==> src/design/spfp_pkg.sv <==
// Package for the softplus fp32 unit: per-item state layout, the per-stage
// micro-instruction table and the binary32 arithmetic helpers used by each cell.
// Depends on nothing.
package spfp_pkg;

  localparam int unsigned NUM_SLOTS  = 7;
  localparam int unsigned NUM_STAGES = 62;

  // State slots that travel with an item down the chain.
  localparam logic [2:0] SLOT_M  = 3'd0;  // max(x,0), later the result
  localparam logic [2:0] SLOT_X  = 3'd1;
  localparam logic [2:0] SLOT_FX = 3'd2;
  localparam logic [2:0] SLOT_T  = 3'd3;
  localparam logic [2:0] SLOT_Z  = 3'd4;
  localparam logic [2:0] SLOT_Y  = 3'd5;
  localparam logic [2:0] SLOT_E  = 3'd6;
  localparam logic [2:0] SRC_K   = 3'd7;  // operand is the instruction constant

  localparam logic [31:0] K_ZERO      = 32'h0000_0000;
  localparam logic [31:0] K_NEG_ZERO  = 32'h8000_0000;
  localparam logic [31:0] K_ONE       = 32'h3f80_0000;
  localparam logic [31:0] K_NEG_ONE   = 32'hbf80_0000;
  localparam logic [31:0] K_HALF      = 32'h3f00_0000;
  localparam logic [31:0] K_QNAN      = 32'h7fc0_0000;
  localparam logic [31:0] K_EXP_HI    = 32'h42b0_c0a5;
  localparam logic [31:0] K_EXP_LO    = 32'hc2b0_c0a5;
  localparam logic [31:0] K_LOG2E     = 32'h3fb8_aa3b;
  localparam logic [31:0] K_MAGIC     = 32'h4b40_0000;
  localparam logic [31:0] K_LN2_HI    = 32'h3f31_8000;
  localparam logic [31:0] K_LN2_LO    = 32'hb95e_8083;
  localparam logic [31:0] K_MIN_NORM  = 32'h0080_0000;
  localparam logic [31:0] K_MANT_MASK = 32'h007f_ffff;
  localparam logic [31:0] K_HALF_EXP  = 32'h3f00_0000;
  localparam logic [31:0] K_SQRT_HALF = 32'h3f35_04f3;
  localparam logic [31:0] K_P0 = 32'h3950_6967;
  localparam logic [31:0] K_P1 = 32'h3ab7_43ce;
  localparam logic [31:0] K_P2 = 32'h3c08_8908;
  localparam logic [31:0] K_P3 = 32'h3d2a_a9c1;
  localparam logic [31:0] K_P4 = 32'h3e2a_aaaa;
  localparam logic [31:0] K_P5 = 32'h3f00_0000;
  localparam logic [31:0] K_Q0 = 32'h3d90_21bb;
  localparam logic [31:0] K_Q1 = 32'hbdeb_d1b8;
  localparam logic [31:0] K_Q2 = 32'h3def_251a;
  localparam logic [31:0] K_Q3 = 32'hbdfe_5d4f;
  localparam logic [31:0] K_Q4 = 32'h3e11_e9bf;
  localparam logic [31:0] K_Q5 = 32'hbe2a_ae50;
  localparam logic [31:0] K_Q6 = 32'h3e4c_ceac;
  localparam logic [31:0] K_Q7 = 32'hbe7f_fffc;
  localparam logic [31:0] K_Q8 = 32'h3eaa_aaaa;

  typedef enum logic [3:0] {
    OP_ADD,
    OP_SUB,
    OP_MUL,
    OP_MIN,
    OP_MAX,
    OP_POW2,   // dst = 2^n for the integer-valued float a, zero on underflow
    OP_EXPF,   // dst = float(unbiased exponent of a non-negative a)
    OP_MANT,   // dst = mantissa of a forced into [0.5,1)
    OP_FOLD,   // dst = (a < b) ? a : 0
    OP_COND    // dst = a - ((b != 0) ? 1 : 0)
  } op_e;

  typedef struct packed {
    op_e         op;
    logic [2:0]  dst;
    logic [2:0]  sa;
    logic [2:0]  sb;
    logic [31:0] k;
  } instr_t;

  typedef struct packed {
    logic                       last;
    logic [NUM_SLOTS-1:0][31:0] slot;
  } state_t;

  function automatic instr_t mk(op_e op, logic [2:0] d, logic [2:0] sa, logic [2:0] sb,
                                logic [31:0] k);
    instr_t i;
    i.op  = op;
    i.dst = d;
    i.sa  = sa;
    i.sb  = sb;
    i.k   = k;
    return i;
  endfunction

  // One binary32 operation per stage, in evaluation order.
  function automatic instr_t prog(int unsigned s);
    case (s)
      0:  return mk(OP_MAX,  SLOT_M,  SLOT_M,  SRC_K,   K_ZERO);
      1:  return mk(OP_MIN,  SLOT_X,  SLOT_X,  SRC_K,   K_EXP_HI);
      2:  return mk(OP_MAX,  SLOT_X,  SLOT_X,  SRC_K,   K_EXP_LO);
      3:  return mk(OP_MUL,  SLOT_FX, SLOT_X,  SRC_K,   K_LOG2E);
      4:  return mk(OP_ADD,  SLOT_FX, SLOT_FX, SRC_K,   K_MAGIC);
      5:  return mk(OP_SUB,  SLOT_FX, SLOT_FX, SRC_K,   K_MAGIC);
      6:  return mk(OP_MUL,  SLOT_T,  SLOT_FX, SRC_K,   K_LN2_HI);
      7:  return mk(OP_SUB,  SLOT_X,  SLOT_X,  SLOT_T,  K_ZERO);
      8:  return mk(OP_MUL,  SLOT_T,  SLOT_FX, SRC_K,   K_LN2_LO);
      9:  return mk(OP_SUB,  SLOT_X,  SLOT_X,  SLOT_T,  K_ZERO);
      10: return mk(OP_MUL,  SLOT_Z,  SLOT_X,  SLOT_X,  K_ZERO);
      11: return mk(OP_MUL,  SLOT_Y,  SRC_K,   SLOT_X,  K_P0);
      12: return mk(OP_ADD,  SLOT_Y,  SLOT_Y,  SRC_K,   K_P1);
      13: return mk(OP_MUL,  SLOT_Y,  SLOT_Y,  SLOT_X,  K_ZERO);
      14: return mk(OP_ADD,  SLOT_Y,  SLOT_Y,  SRC_K,   K_P2);
      15: return mk(OP_MUL,  SLOT_Y,  SLOT_Y,  SLOT_X,  K_ZERO);
      16: return mk(OP_ADD,  SLOT_Y,  SLOT_Y,  SRC_K,   K_P3);
      17: return mk(OP_MUL,  SLOT_Y,  SLOT_Y,  SLOT_X,  K_ZERO);
      18: return mk(OP_ADD,  SLOT_Y,  SLOT_Y,  SRC_K,   K_P4);
      19: return mk(OP_MUL,  SLOT_Y,  SLOT_Y,  SLOT_X,  K_ZERO);
      20: return mk(OP_ADD,  SLOT_Y,  SLOT_Y,  SRC_K,   K_P5);
      21: return mk(OP_MUL,  SLOT_Y,  SLOT_Y,  SLOT_Z,  K_ZERO);
      22: return mk(OP_ADD,  SLOT_Y,  SLOT_Y,  SLOT_X,  K_ZERO);
      23: return mk(OP_ADD,  SLOT_Y,  SLOT_Y,  SRC_K,   K_ONE);
      24: return mk(OP_POW2, SLOT_T,  SLOT_FX, SLOT_FX, K_ZERO);
      25: return mk(OP_MUL,  SLOT_Y,  SLOT_Y,  SLOT_T,  K_ZERO);
      26: return mk(OP_ADD,  SLOT_X,  SLOT_Y,  SRC_K,   K_ONE);
      27: return mk(OP_MAX,  SLOT_X,  SLOT_X,  SRC_K,   K_MIN_NORM);
      28: return mk(OP_EXPF, SLOT_E,  SLOT_X,  SLOT_X,  K_ZERO);
      29: return mk(OP_MANT, SLOT_X,  SLOT_X,  SLOT_X,  K_ZERO);
      30: return mk(OP_ADD,  SLOT_E,  SLOT_E,  SRC_K,   K_ONE);
      31: return mk(OP_FOLD, SLOT_T,  SLOT_X,  SRC_K,   K_SQRT_HALF);
      32: return mk(OP_SUB,  SLOT_X,  SLOT_X,  SRC_K,   K_ONE);
      33: return mk(OP_COND, SLOT_E,  SLOT_E,  SLOT_T,  K_ZERO);
      34: return mk(OP_ADD,  SLOT_X,  SLOT_X,  SLOT_T,  K_ZERO);
      35: return mk(OP_MUL,  SLOT_Z,  SLOT_X,  SLOT_X,  K_ZERO);
      36: return mk(OP_MUL,  SLOT_Y,  SRC_K,   SLOT_X,  K_Q0);
      37: return mk(OP_ADD,  SLOT_Y,  SLOT_Y,  SRC_K,   K_Q1);
      38: return mk(OP_MUL,  SLOT_Y,  SLOT_Y,  SLOT_X,  K_ZERO);
      39: return mk(OP_ADD,  SLOT_Y,  SLOT_Y,  SRC_K,   K_Q2);
      40: return mk(OP_MUL,  SLOT_Y,  SLOT_Y,  SLOT_X,  K_ZERO);
      41: return mk(OP_ADD,  SLOT_Y,  SLOT_Y,  SRC_K,   K_Q3);
      42: return mk(OP_MUL,  SLOT_Y,  SLOT_Y,  SLOT_X,  K_ZERO);
      43: return mk(OP_ADD,  SLOT_Y,  SLOT_Y,  SRC_K,   K_Q4);
      44: return mk(OP_MUL,  SLOT_Y,  SLOT_Y,  SLOT_X,  K_ZERO);
      45: return mk(OP_ADD,  SLOT_Y,  SLOT_Y,  SRC_K,   K_Q5);
      46: return mk(OP_MUL,  SLOT_Y,  SLOT_Y,  SLOT_X,  K_ZERO);
      47: return mk(OP_ADD,  SLOT_Y,  SLOT_Y,  SRC_K,   K_Q6);
      48: return mk(OP_MUL,  SLOT_Y,  SLOT_Y,  SLOT_X,  K_ZERO);
      49: return mk(OP_ADD,  SLOT_Y,  SLOT_Y,  SRC_K,   K_Q7);
      50: return mk(OP_MUL,  SLOT_Y,  SLOT_Y,  SLOT_X,  K_ZERO);
      51: return mk(OP_ADD,  SLOT_Y,  SLOT_Y,  SRC_K,   K_Q8);
      52: return mk(OP_MUL,  SLOT_Y,  SLOT_Y,  SLOT_X,  K_ZERO);
      53: return mk(OP_MUL,  SLOT_Y,  SLOT_Y,  SLOT_Z,  K_ZERO);
      54: return mk(OP_MUL,  SLOT_T,  SLOT_E,  SRC_K,   K_LN2_LO);
      55: return mk(OP_ADD,  SLOT_Y,  SLOT_Y,  SLOT_T,  K_ZERO);
      56: return mk(OP_MUL,  SLOT_T,  SLOT_Z,  SRC_K,   K_HALF);
      57: return mk(OP_SUB,  SLOT_Y,  SLOT_Y,  SLOT_T,  K_ZERO);
      58: return mk(OP_ADD,  SLOT_X,  SLOT_X,  SLOT_Y,  K_ZERO);
      59: return mk(OP_MUL,  SLOT_T,  SLOT_E,  SRC_K,   K_LN2_HI);
      60: return mk(OP_ADD,  SLOT_X,  SLOT_X,  SLOT_T,  K_ZERO);
      61: return mk(OP_ADD,  SLOT_M,  SLOT_M,  SLOT_X,  K_ZERO);
      // Adding negative zero leaves any non-NaN value unchanged.
      default: return mk(OP_ADD, SLOT_M, SLOT_M, SRC_K, K_NEG_ZERO);
    endcase
  endfunction

  function automatic logic is_nan(logic [31:0] u);
    return (u[30:23] == 8'hff) && (u[22:0] != 23'd0);
  endfunction

  function automatic logic is_inf(logic [31:0] u);
    return (u[30:23] == 8'hff) && (u[22:0] == 23'd0);
  endfunction

  // Ordered less-than on non-NaN values; both zeros compare equal.
  function automatic logic flt(logic [31:0] a, logic [31:0] b);
    if ((a[30:0] == 31'd0) && (b[30:0] == 31'd0)) return 1'b0;
    if (a[31] != b[31]) return a[31];
    if (!a[31]) return a[30:0] < b[30:0];
    return a[30:0] > b[30:0];
  endfunction

  function automatic logic feq(logic [31:0] a, logic [31:0] b);
    return (a == b) || ((a[30:0] == 31'd0) && (b[30:0] == 31'd0));
  endfunction

  function automatic logic [31:0] fmax(logic [31:0] a, logic [31:0] b);
    if (is_nan(a) && is_nan(b)) return K_QNAN;
    if (is_nan(a)) return b;
    if (is_nan(b)) return a;
    if (feq(a, b)) return a & b;
    return flt(a, b) ? b : a;
  endfunction

  function automatic logic [31:0] fmin(logic [31:0] a, logic [31:0] b);
    if (is_nan(a) && is_nan(b)) return K_QNAN;
    if (is_nan(a)) return b;
    if (is_nan(b)) return a;
    if (feq(a, b)) return a | b;
    return flt(a, b) ? a : b;
  endfunction

  // Normalize and round to nearest even. Bit 48 of m carries weight 2^(e-127).
  function automatic logic [31:0] round_pack(logic sign, logic signed [11:0] e,
                                             logic [49:0] m);
    logic [5:0]         lz;
    logic [49:0]        mn;
    logic [49:0]        lost;
    logic signed [11:0] ex;
    logic [11:0]        sh;
    logic               sticky;
    logic [23:0]        mant;
    logic               rnd;
    logic [31:0]        pk;
    if (m == 50'd0) return {sign, 31'd0};
    lz = 6'd0;
    for (int i = 0; i < 50; i++) begin
      if (m[i]) lz = 6'(49 - i);
    end
    mn = m << lz;
    ex = e + 12'sd1 - $signed({6'd0, lz});
    sticky = 1'b0;
    if (ex <= 12'sd0) begin
      sh = 12'(12'sd1 - ex);
      if (sh >= 12'd50) begin
        sticky = |mn;
        mn = 50'd0;
      end else begin
        lost = mn & ((50'd1 << sh) - 50'd1);
        sticky = |lost;
        mn = mn >> sh;
      end
      ex = 12'sd1;
    end
    if (ex >= 12'sd255) return {sign, 8'hff, 23'd0};
    mant = mn[49:26];
    rnd = mn[25] & (sticky | (|mn[24:0]) | mant[0]);
    pk = (32'(ex - 12'sd1) << 23) + {8'd0, mant} + {31'd0, rnd};
    return {sign, pk[30:0]};
  endfunction

  function automatic logic [31:0] fp_mul(logic [31:0] a, logic [31:0] b);
    logic               sign;
    logic [23:0]        ma;
    logic [23:0]        mb;
    logic [47:0]        p;
    logic signed [11:0] e;
    sign = a[31] ^ b[31];
    if (is_nan(a) || is_nan(b)) return K_QNAN;
    if ((is_inf(a) && (b[30:0] == 31'd0)) || (is_inf(b) && (a[30:0] == 31'd0))) begin
      return K_QNAN;
    end
    if (is_inf(a) || is_inf(b)) return {sign, 8'hff, 23'd0};
    ma = {a[30:23] != 8'd0, a[22:0]};
    mb = {b[30:23] != 8'd0, b[22:0]};
    p  = ma * mb;
    e  = $signed({4'd0, (a[30:23] == 8'd0) ? 8'd1 : a[30:23]})
       + $signed({4'd0, (b[30:23] == 8'd0) ? 8'd1 : b[30:23]}) - 12'sd127;
    return round_pack(sign, e, {p, 2'b00});
  endfunction

  function automatic logic [31:0] fp_add(logic [31:0] a, logic [31:0] b);
    logic [31:0] big;
    logic [31:0] sml;
    logic [7:0]  eb;
    logic [7:0]  es;
    logic [7:0]  d;
    logic [49:0] xb;
    logic [49:0] ys;
    logic [49:0] s;
    if (is_nan(a) || is_nan(b)) return K_QNAN;
    if (is_inf(a) && is_inf(b) && (a[31] != b[31])) return K_QNAN;
    if (is_inf(a)) return a;
    if (is_inf(b)) return b;
    if (a[30:0] < b[30:0]) begin
      big = b;
      sml = a;
    end else begin
      big = a;
      sml = b;
    end
    eb = (big[30:23] == 8'd0) ? 8'd1 : big[30:23];
    es = (sml[30:23] == 8'd0) ? 8'd1 : sml[30:23];
    d  = eb - es;
    xb = {1'b0, big[30:23] != 8'd0, big[22:0], 25'd0};
    ys = {1'b0, sml[30:23] != 8'd0, sml[22:0], 25'd0};
    if (d >= 8'd50) begin
      ys = {49'd0, |ys};
    end else begin
      ys = (ys >> d) | {49'd0, |(ys & ((50'd1 << d) - 50'd1))};
    end
    if (big[31] == sml[31]) begin
      s = xb + ys;
    end else begin
      s = xb - ys;
      if (s == 50'd0) return K_ZERO;
    end
    return round_pack(big[31], $signed({4'd0, eb}), s);
  endfunction

  // 2^n for an integer-valued float n; n + 127 below zero gives zero.
  function automatic logic [31:0] pow2_of(logic [31:0] f);
    logic [23:0]        mag;
    logic signed [25:0] n;
    logic signed [25:0] nb;
    if (f[30:23] < 8'd127) begin
      mag = 24'd0;
    end else if (f[30:23] > 8'd150) begin
      mag = 24'hff_ffff;
    end else begin
      mag = {1'b1, f[22:0]} >> (8'd150 - f[30:23]);
    end
    n  = f[31] ? -$signed({2'b00, mag}) : $signed({2'b00, mag});
    nb = n + 26'sd127;
    if (nb < 26'sd0) return K_ZERO;
    return {nb[8:0], 23'd0};
  endfunction

  // Unbiased exponent field of a non-negative f, converted to float (always exact).
  function automatic logic [31:0] expf_of(logic [31:0] f);
    logic signed [9:0] ei;
    logic [9:0]        mag;
    logic [3:0]        msb;
    logic [32:0]       sh;
    ei  = $signed({1'b0, f[31:23]}) - 10'sd127;
    mag = ei[9] ? 10'(-ei) : 10'(ei);
    if (mag == 10'd0) return K_ZERO;
    msb = 4'd0;
    for (int i = 0; i < 10; i++) begin
      if (mag[i]) msb = 4'(i);
    end
    sh = {23'd0, mag} << (5'd23 - {1'b0, msb});
    return {ei[9], 8'(8'd127 + {4'd0, msb}), sh[22:0]};
  endfunction

endpackage

==> src/design/spfp_cell.sv <==
// One cell of the softplus chain: performs its stage's binary32 operation on the
// item state and hands the item to the next cell. Depends on spfp_pkg.
module spfp_cell #(
  parameter int unsigned STAGE = 0
) (
  input  logic              clk_i,
  input  logic              rst_ni,
  input  logic              in_valid_i,
  output logic              in_ready_o,
  input  spfp_pkg::state_t  in_data_i,
  output logic              out_valid_o,
  input  logic              out_ready_i,
  output spfp_pkg::state_t  out_data_o
);

  localparam spfp_pkg::instr_t Ins = spfp_pkg::prog(STAGE);

  logic             valid_q;
  spfp_pkg::state_t data_q;
  spfp_pkg::state_t data_d;
  logic [31:0]      opa;
  logic [31:0]      opb;
  logic [31:0]      res;

  assign opa = (Ins.sa == spfp_pkg::SRC_K) ? Ins.k : in_data_i.slot[Ins.sa];
  assign opb = (Ins.sb == spfp_pkg::SRC_K) ? Ins.k : in_data_i.slot[Ins.sb];

  always_comb begin
    case (Ins.op)
      spfp_pkg::OP_ADD:  res = spfp_pkg::fp_add(opa, opb);
      spfp_pkg::OP_SUB:  res = spfp_pkg::fp_add(opa, {~opb[31], opb[30:0]});
      spfp_pkg::OP_MUL:  res = spfp_pkg::fp_mul(opa, opb);
      spfp_pkg::OP_MIN:  res = spfp_pkg::fmin(opa, opb);
      spfp_pkg::OP_MAX:  res = spfp_pkg::fmax(opa, opb);
      spfp_pkg::OP_POW2: res = spfp_pkg::pow2_of(opa);
      spfp_pkg::OP_EXPF: res = spfp_pkg::expf_of(opa);
      spfp_pkg::OP_MANT: res = (opa & spfp_pkg::K_MANT_MASK) | spfp_pkg::K_HALF_EXP;
      spfp_pkg::OP_FOLD: res = spfp_pkg::flt(opa, opb) ? opa : spfp_pkg::K_ZERO;
      spfp_pkg::OP_COND: res = spfp_pkg::fp_add(opa, (opb != 32'd0) ?
                                 spfp_pkg::K_NEG_ONE : spfp_pkg::K_NEG_ZERO);
      default:           res = opa;
    endcase
  end

  always_comb begin
    data_d = in_data_i;
    data_d.slot[Ins.dst] = res;
  end

  assign in_ready_o = !valid_q || out_ready_i;

  always_ff @(posedge clk_i or negedge rst_ni) begin
    if (!rst_ni) begin
      valid_q <= 1'b0;
    end else if (in_ready_o) begin
      valid_q <= in_valid_i;
    end
  end

  always_ff @(posedge clk_i) begin
    if (in_valid_i && in_ready_o) begin
      data_q <= data_d;
    end
  end

  assign out_valid_o = valid_q;
  assign out_data_o  = data_q;

endmodule
==> config.mk <==
export PLATFORM = sky130hd
export DESIGN_NAME = spfp_cell
export DESIGN_NICKNAME = d
export VERILOG_FILES = /design/src/design/spfp_pkg.sv /design/src/design/spfp_cell.sv
export SDC_FILE = /design/constraint.sdc
export NUM_CORES = 1
export LEC_CHECK = 0
export BUFFER_PORTS_ARGS = -buffer_cell sky130_fd_sc_hd__buf_2
export CAP_MARGIN = 5
export CORE_AREA = 2 2 178 180
export CTS_CLUSTER_DIAMETER = 100
export CTS_CLUSTER_SIZE = 30
export DETAILED_ROUTE_END_ITERATION = 8
export DIE_AREA = 0 0 180 182
export SLEW_MARGIN = 20
export SYNTH_ARGS = -nofsm -noshare
export SYNTH_HDL_FRONTEND = slang
export SYNTH_SLANG_ARGS = --single-unit
==> constraint.sdc <==
create_clock -name clk_i -period 5.85 [get_ports clk_i]
set_input_delay 1.17 -clock clk_i [delete_from_list [all_inputs] [get_ports clk_i]]
set_output_delay 1.17 -clock clk_i [all_outputs]
set_load 0.03 [all_outputs]
==> results of run 1 <==
-- power by group through the flow --
| stage | logic, mW | registers, mW | clock network [mW] |
|---|---|---|---|
| floorplan | 0.0451 | 2.14 | 0 |
| global placement | 0.411 | 1.94 | 0 |
| detailed placement | 0.415 | 1.95 | 0 |
| CTS | 0.415 | 1.91 | 0.939 |
| global route | 0.432 | 1.92 | 0.995 |
| finish | 0.407 | 1.91 | 0.888 |
-- cell families after synthesis --
| logic type | synth area share |
|---|---|
| compound gates | 0.0119 |
| buf+inv | 0.00467 |
| flops | 0.938 |
| other cells | 0.000519 |
| simple gates | 0.0450 |
-- worst max-delay path: stages --
cell	delay, ns
sky130_fd_sc_hd__buf_2	0.09
sky130_fd_sc_hd__nand2b_1	0.16
sky130_fd_sc_hd__buf_2	0.19
-- flip-flops by register name (all words and copies together) (netlist names) --
register     cells
out_data_o     225
out_valid_o      1
-- area by class of cell --
type                       instances  area, sq um
tap                              402          503
fill                            3071        20600
antenna                            4         10.0
clock buffer                      13          283
clock inverter                     2         41.3
sequential                       226         6780
timing repair buffer             457         2320
multi-input combinational         53          418
-- final timing paths --
path                            slack (ns)                        end  cells past startpoint
worst max-delay path                  3.07                 in_ready_o                      3
worst min-delay path                  0.44    out_valid_o$_DFFE_PN0N_                      1
worst max register to register        4.19  out_data_o[155]$_DFFE_PP_                      3
worst min register to register        0.57    out_valid_o$_DFFE_PN0N_                      2
max in group asynchronous             5.33    out_valid_o$_DFFE_PN0N_                      1
min in group clk_i                    0.57    out_valid_o$_DFFE_PN0N_                      2
-- per-layer routing --
metal | wire, um | GRT usage
met5 | 30 | 0
met4 | 567 | 0.0403
met3 | 2580 | 0.0584
met2 | 8870 | 0.179
met1 | 7300 | 0.128
-- layout by cell type (no fill, tap or decap) --
master,n
sky130_fd_sc_hd__clkbuf_1,2
sky130_fd_sc_hd__dfrtp_1,1
sky130_fd_sc_hd__nand3_1,8
sky130_fd_sc_hd__buf_12,2
sky130_fd_sc_hd__conb_1,1
sky130_fd_sc_hd__and2_4,1
sky130_fd_sc_hd__nor4_2,4
sky130_fd_sc_hd__and4_1,2
sky130_fd_sc_hd__a21oi_4,1
sky130_fd_sc_hd__clkbuf_16,11
sky130_fd_sc_hd__inv_8,1
sky130_fd_sc_hd__nor4_4,2
sky130_fd_sc_hd__nand4_2,1
sky130_fd_sc_hd__edfxtp_1,225
sky130_fd_sc_hd__bufinv_16,1
sky130_fd_sc_hd__and2_1,23
sky130_fd_sc_hd__diode_2,4
sky130_fd_sc_hd__nand2b_1,2
sky130_fd_sc_hd__o2bb2ai_1,8
sky130_fd_sc_hd__buf_2,455
-- per-stage QoR --
stage / util / hold WS [ns] / instances / setup WS (ns)
after global placement: 0.323 / 0.517 / 1138 / 3.08
after global routing: 0.334 / 0.397 / 1154 / 3.02
after detailed placement: 0.323 / 0.543 / 1138 / 3.07
final: 0.334 / 0.435 / 1157 / 3.07
after floorplan: - / 0.874 / 282 / 1.08
after CTS: 0.334 / 0.408 / 1153 / 3.07
==> run metrics, run 1 <==
status=finished clean; clock-pin transition on the worst setup and hold timing paths=0.11 ns; Post-CTS Setup Bufs=0; Yosys warnings=0; total wire length=19300 um; H-Tree Level Count=1; Remaining Overflow, GRT=0; summed negative setup slack over all endpoints=0 ns; Max transition margin=0.522; static leakage=~4.3 nW; startpoint kind of the worst setup timing path=input pin; Std-Cell Rows=between 60 and 70; total CTS buffers=11; sequential fraction of design power=0.596; number of DRC markers after the initial detailed-route iteration=around 200; sequential share of the synthesized area=0.938; cell area after layout=slightly above 10000 sq um; Unique masters post-synth=13; setup-violating endpoint count in the final report=0; area growth from synthesis to final layout=43.2%; Core Region=between 30000 and 40000 sq um; detail-routed via count per cell=between 3 and 4; highest fanout seen on the critical path=3; max-slew violation total from the final report=0; count of unresolved DRC violations after routing=0; critical path required time=~4.7 ns; flip-flop cell with the highest count after synthesis=sky130_fd_sc_hd__edfxtp_1; post_cts resized=0; Post-synth EDFFs=between 200 and 250; DIE HEIGHT=roughly 180 um; overall fraction of global-route tracks in use=0.112; floorplan die area=roughly 33000 sq um; worst vdd rail ir drop=about 0.20 mV; IO buf count=~460; crit path capture type=primary output; total vias in the final route=4470; number of nets in the layout=around 980; part of the power in combinational logic=0.127; hold buffers post-CTS=0; average instance area after synthesis=25.6 sq um; setup repair after global routing missed its margin=false; WS Path Type=input pin to primary output; FFs w/ async S/R, synth=0.00442; maximum frequency from static timing analysis=about 360 MHz; total standard cell area after synthesis=slightly above 7000 sq um; total half-perimeter wirelength after legalization and detailed placement=approximately 15000 um; power per unit of standard cell area=roughly 310 nW/um^2; startpoint of the lowest-slack register-to-register path=out_valid_o$_DFFE_PN0N_; hold crit path type=input pin to asynchronous set/reset pin; Critical Path AT=approximately 1.6 ns; Worst-Margin Slew=approximately 0.72 ns; total number of clock tree sinks=roughly 230; total I/O pin count=456; CTS root buffer=sky130_fd_sc_hd__clkbuf_16; final critical-path required period=between 2 and 3 ns; WL/cell=approximately 17 um; net count of the mapped netlist=511; switching share of power=0.249; Synth Register Bits=about 230; CP Launch Point=out_ready_i; Clock Latency Late Sink=between 0.4 and 0.5 ns; leading post-synthesis cells by cell area=sky130_fd_sc_hd__edfxtp_1 (93%), sky130_fd_sc_hd__and2_1 (2.1%), sky130_fd_sc_hd__o2bb2ai_1 (0.97%), sky130_fd_sc_hd__nor4_2 (0.69%), sky130_fd_sc_hd__nor4_4 (0.59%); initial standard-cell utilization of the core=0.233; most frequently used cell type in the post-synthesis netlist=sky130_fd_sc_hd__edfxtp_1; Placement Cell Area=10000 sq um; Int Power=around 2.4 mW; portion of synthesized cell area occupied by the leading cell type=0.934; Syn Inst Count=around 280; clk buf depth=3; Final ANT Viol Nets=0; die width=~180 um; final critical-path share of the clock period=0.475; vias in the first global route=4619; Power, Total=roughly 3.2 mW; Setup Skew=between 0.01 and 0.015 ns; clock network fraction of design power=0.277; dominant cell type by area after synthesis=sky130_fd_sc_hd__edfxtp_1; count of endpoints failing hold in the final timing report=0; antenna violations before repair=6; CTS tree=built; largest net degree at the start of global routing=between 100 and 150; wire length of the first global-routing pass=27900 um; global placer's final weighted congestion=0.750; most frequent cells after synthesis=sky130_fd_sc_hd__edfxtp_1 (225), sky130_fd_sc_hd__and2_1 (24), sky130_fd_sc_hd__nand3_1 (8), sky130_fd_sc_hd__o2bb2ai_1 (8), sky130_fd_sc_hd__nor4_2 (4); net switching power=approximately 800 uW; layout cells sized above 1=0.638; number of iterations in the first detailed-routing pass=4; total of max-cap violations=0
(Power assumes the default switching activity.)
==> run 2: changes to the inputs <==
- clock period: 5.85 -> 2.25 ns (I/O delays scaled with it)
==> run 2 against run 1 <==
Against the previous run: final cell count grew 0.26%; sequential cell count is the same; setup slack lost 2.5 ns; highest routed layer unchanged.
==> run metrics, run 2 (synthesized netlist as in run 1, its figures left out) <==
status=finished clean (unchanged); static leakage=4.28 nW (was 4.25 nW); Std-Cell Rows=65 (unchanged); hold crit path type=input pin to register (was input pin to asynchronous set/reset pin); final critical-path required period=about 1.6 ns; Largest stage delay, worst path=0.44 ns (was 0.19 ns); highest fanout seen on the critical path=3 (unchanged); buffers plus inverters on the worst setup path=1 (was 2); most common cell after layout, fill and taps aside=sky130_fd_sc_hd__buf_2 (unchanged); setup repair after global routing missed its margin=false (unchanged); clock-pin transition on the worst setup and hold timing paths=0.11 ns (about the same); largest net degree at the start of global routing=61 (was 124); H-Tree Level Count=1 (unchanged); crit path capture type=primary output (unchanged); Worst path top cell family by delay=flip-flops (was buffers and inverters); count of unresolved DRC violations after routing=0 (unchanged); net switching power=2.07 mW (was 797 uW); number of iterations in the first detailed-routing pass=4 (unchanged); switching share of power=0.252 (was 0.249); CTS tree=built (unchanged); global placer's final weighted congestion=0.743 (was 0.750); Setup Skew=0.0167 ns (was 0.0132 ns); Clock Latency Late Sink=0.47 ns (was 0.48 ns); area growth from synthesis to final layout=43.9% (was 43.2%); CTS root buffer=sky130_fd_sc_hd__clkbuf_16 (unchanged); total I/O pin count=456 (unchanged); overall fraction of global-route tracks in use=0.119 (was 0.112); total of max-cap violations=0 (unchanged); WS Path Type=register to primary output (was input pin to primary output); vias in the first global route=4679 (was 4619); Slowest cell on crit path=sky130_fd_sc_hd__dfrtp_2 (was sky130_fd_sc_hd__buf_2); antenna violations before repair=4 (was 6); floorplan die area=32800 sq um (unchanged); Final ANT Viol Nets=0 (unchanged); path length in cells of the critical path=2 (was 3); Remaining Overflow, GRT=0 (unchanged); flop2flop setup slack=0.72 ns (was 4.19 ns); post_cts resized=0 (unchanged); total wire length=20900 um (was 19300 um); cell area after layout=10400 sq um (about the same); wire length of the first global-routing pass=29300 um (was 27900 um); CP Launch Point=out_valid_o$_DFFE_PN0N_ (was out_ready_i); Max transition margin=0.580 (was 0.522); IO buf count=455 (unchanged); summed negative setup slack over all endpoints=0 ns (unchanged); Int Power=6.15 mW (was 2.41 mW); number of nets in the layout=984 (was 978); Worst-Margin Slew=0.628 ns (was 0.717 ns); Placement Cell Area=10100 sq um (was 10000 sq um); Critical Path AT=1.19 ns (was 1.61 ns); Crit Reg-Reg Endpoint=out_data_o[38]$_DFFE_PP_ (was out_data_o[155]$_DFFE_PP_); power per unit of standard cell area=791 nW/um^2 (was 309 nW/um^2); maximum frequency from static timing analysis=between 600 and 700 MHz; total number of clock tree sinks=226 (unchanged); startpoint kind of the worst setup timing path=register (was input pin); total CTS buffers=11 (unchanged); number of DRC markers after the initial detailed-route iteration=210 (was 201); Core Region=31000 sq um (unchanged); initial standard-cell utilization of the core=0.233 (unchanged); clk buf depth=3 (unchanged); part of the power in combinational logic=0.132 (was 0.127); sequential fraction of design power=0.603 (was 0.596); layout cells sized above 1=0.642 (was 0.638); top library cells by usage in the layout, fill and taps aside=sky130_fd_sc_hd__buf_2 (455), sky130_fd_sc_hd__edfxtp_1 (225), sky130_fd_sc_hd__and2_1 (23), sky130_fd_sc_hd__clkbuf_16 (11) (unchanged); hold buffers post-CTS=1 (was 0); final critical-path share of the clock period=0.727; Post-CTS Setup Bufs=0 (unchanged); WL/cell=18.0 um (was 16.7 um); worst vdd rail ir drop=0.563 mV (was 0.203 mV); detail-routed via count per cell=3.87 (was 3.86); clock network fraction of design power=0.265 (was 0.277); setup-violating endpoint count in the final report=0 (unchanged); max-slew violation total from the final report=0 (unchanged); count of endpoints failing hold in the final timing report=0 (unchanged); Power, Total=8.23 mW (was 3.20 mW); path depth of the worst reg2reg path=3 (unchanged); critical path required time=1.80 ns (was 4.68 ns); total vias in the final route=4494 (was 4470); startpoint of the lowest-slack register-to-register path=out_valid_o$_DFFE_PN0N_ (unchanged); CP endpoint=in_ready_o (unchanged); Largest register FFs=225 (unchanged); DIE HEIGHT=182 um (unchanged); total half-perimeter wirelength after legalization and detailed placement=16700 um (was 14900 um); die width=180 um (unchanged); crit-path cells=nand2b_4, buf_2 (was buf_2, nand2b_1, buf_2)
-- run 2: changes by cell type in the layout (fill, tap and decap cells not counted), sizes merged --
cell / change
bufinv: -1
clkinv: +1
buf: +5
dlygate4sd3: +1
inv: -1
diode: -2
-- run 2: how the worst min path moves through the flow --
stage | endpoint | slack [ns] | start | depth (start not counted)
3_5_place_dp | out_valid_o$_DFFE_PN0N_ | 0.23 | rst_ni | 1
6_report | out_data_o[53]$_DFFE_PP_ | 0.14 | in_data_i[53] | 1
2_1_floorplan | out_valid_o$_DFFE_PN0N_ | 0.15 | rst_ni | 0
4_1_cts | out_data_o[111]$_DFFE_PP_ | 0.11 | in_data_i[111] | 1
3_3_place_gp | out_valid_o$_DFFE_PN0N_ | 0.23 | rst_ni | 1
5_1_grt | out_data_o[72]$_DFFE_PP_ | 0.09 | in_data_i[72] | 1
-- run 2: area by class of cell --
type	instances	area [sq um]
flip-flops and latches	226	6780
well taps	402	503
multi-input cells	53	425
repair buffers	463	2390
clock inverters	1	16.3
fillers	3087	20600
clock buffers	13	283
diodes	2	5.00
-- run 2: layer usage --
layer / vias up / wire (um) / GRT usage
met5: - / 28 / 0
met4: 4 / 369 / 0.0293
met3: 25 / 2390 / 0.0556
met2: 257 / 10500 / 0.213
met1: 2144 / 7570 / 0.128
li1: 2064 / - / -
-- run 2: power by group through the flow --
stage | registers (mW) | clock network, mW | logic [mW]
finish | 4.96 | 2.18 | 1.08
global route | 4.99 | 2.45 | 1.15
global placement | 5.06 | 0 | 1.09
detailed placement | 5.06 | 0 | 1.10
floorplan | 5.54 | 0 | 0.119
CTS | 4.97 | 2.31 | 1.10
-- run 2: worst register-to-register path, delay by kind of cell, from the launching register on --
family | cells | cell delay [ns]
flops | 1 | 0.44
simple gates | 2 | 0.36
buf+inv | 1 | 0.31
-- run 2: through the flow --
step / utilization / setup slack (ns) / cells / hold WS, ns
detailed placement: 0.326 / 0.556 / 1143 / 0.228
global route: 0.336 / 0.554 / 1158 / 0.0946
finish: 0.336 / 0.614 / 1160 / 0.140
floorplan: - / -0.435 / 282 / 0.154
CTS: 0.336 / 0.580 / 1158 / 0.109
global placement: 0.326 / 0.576 / 1143 / 0.226
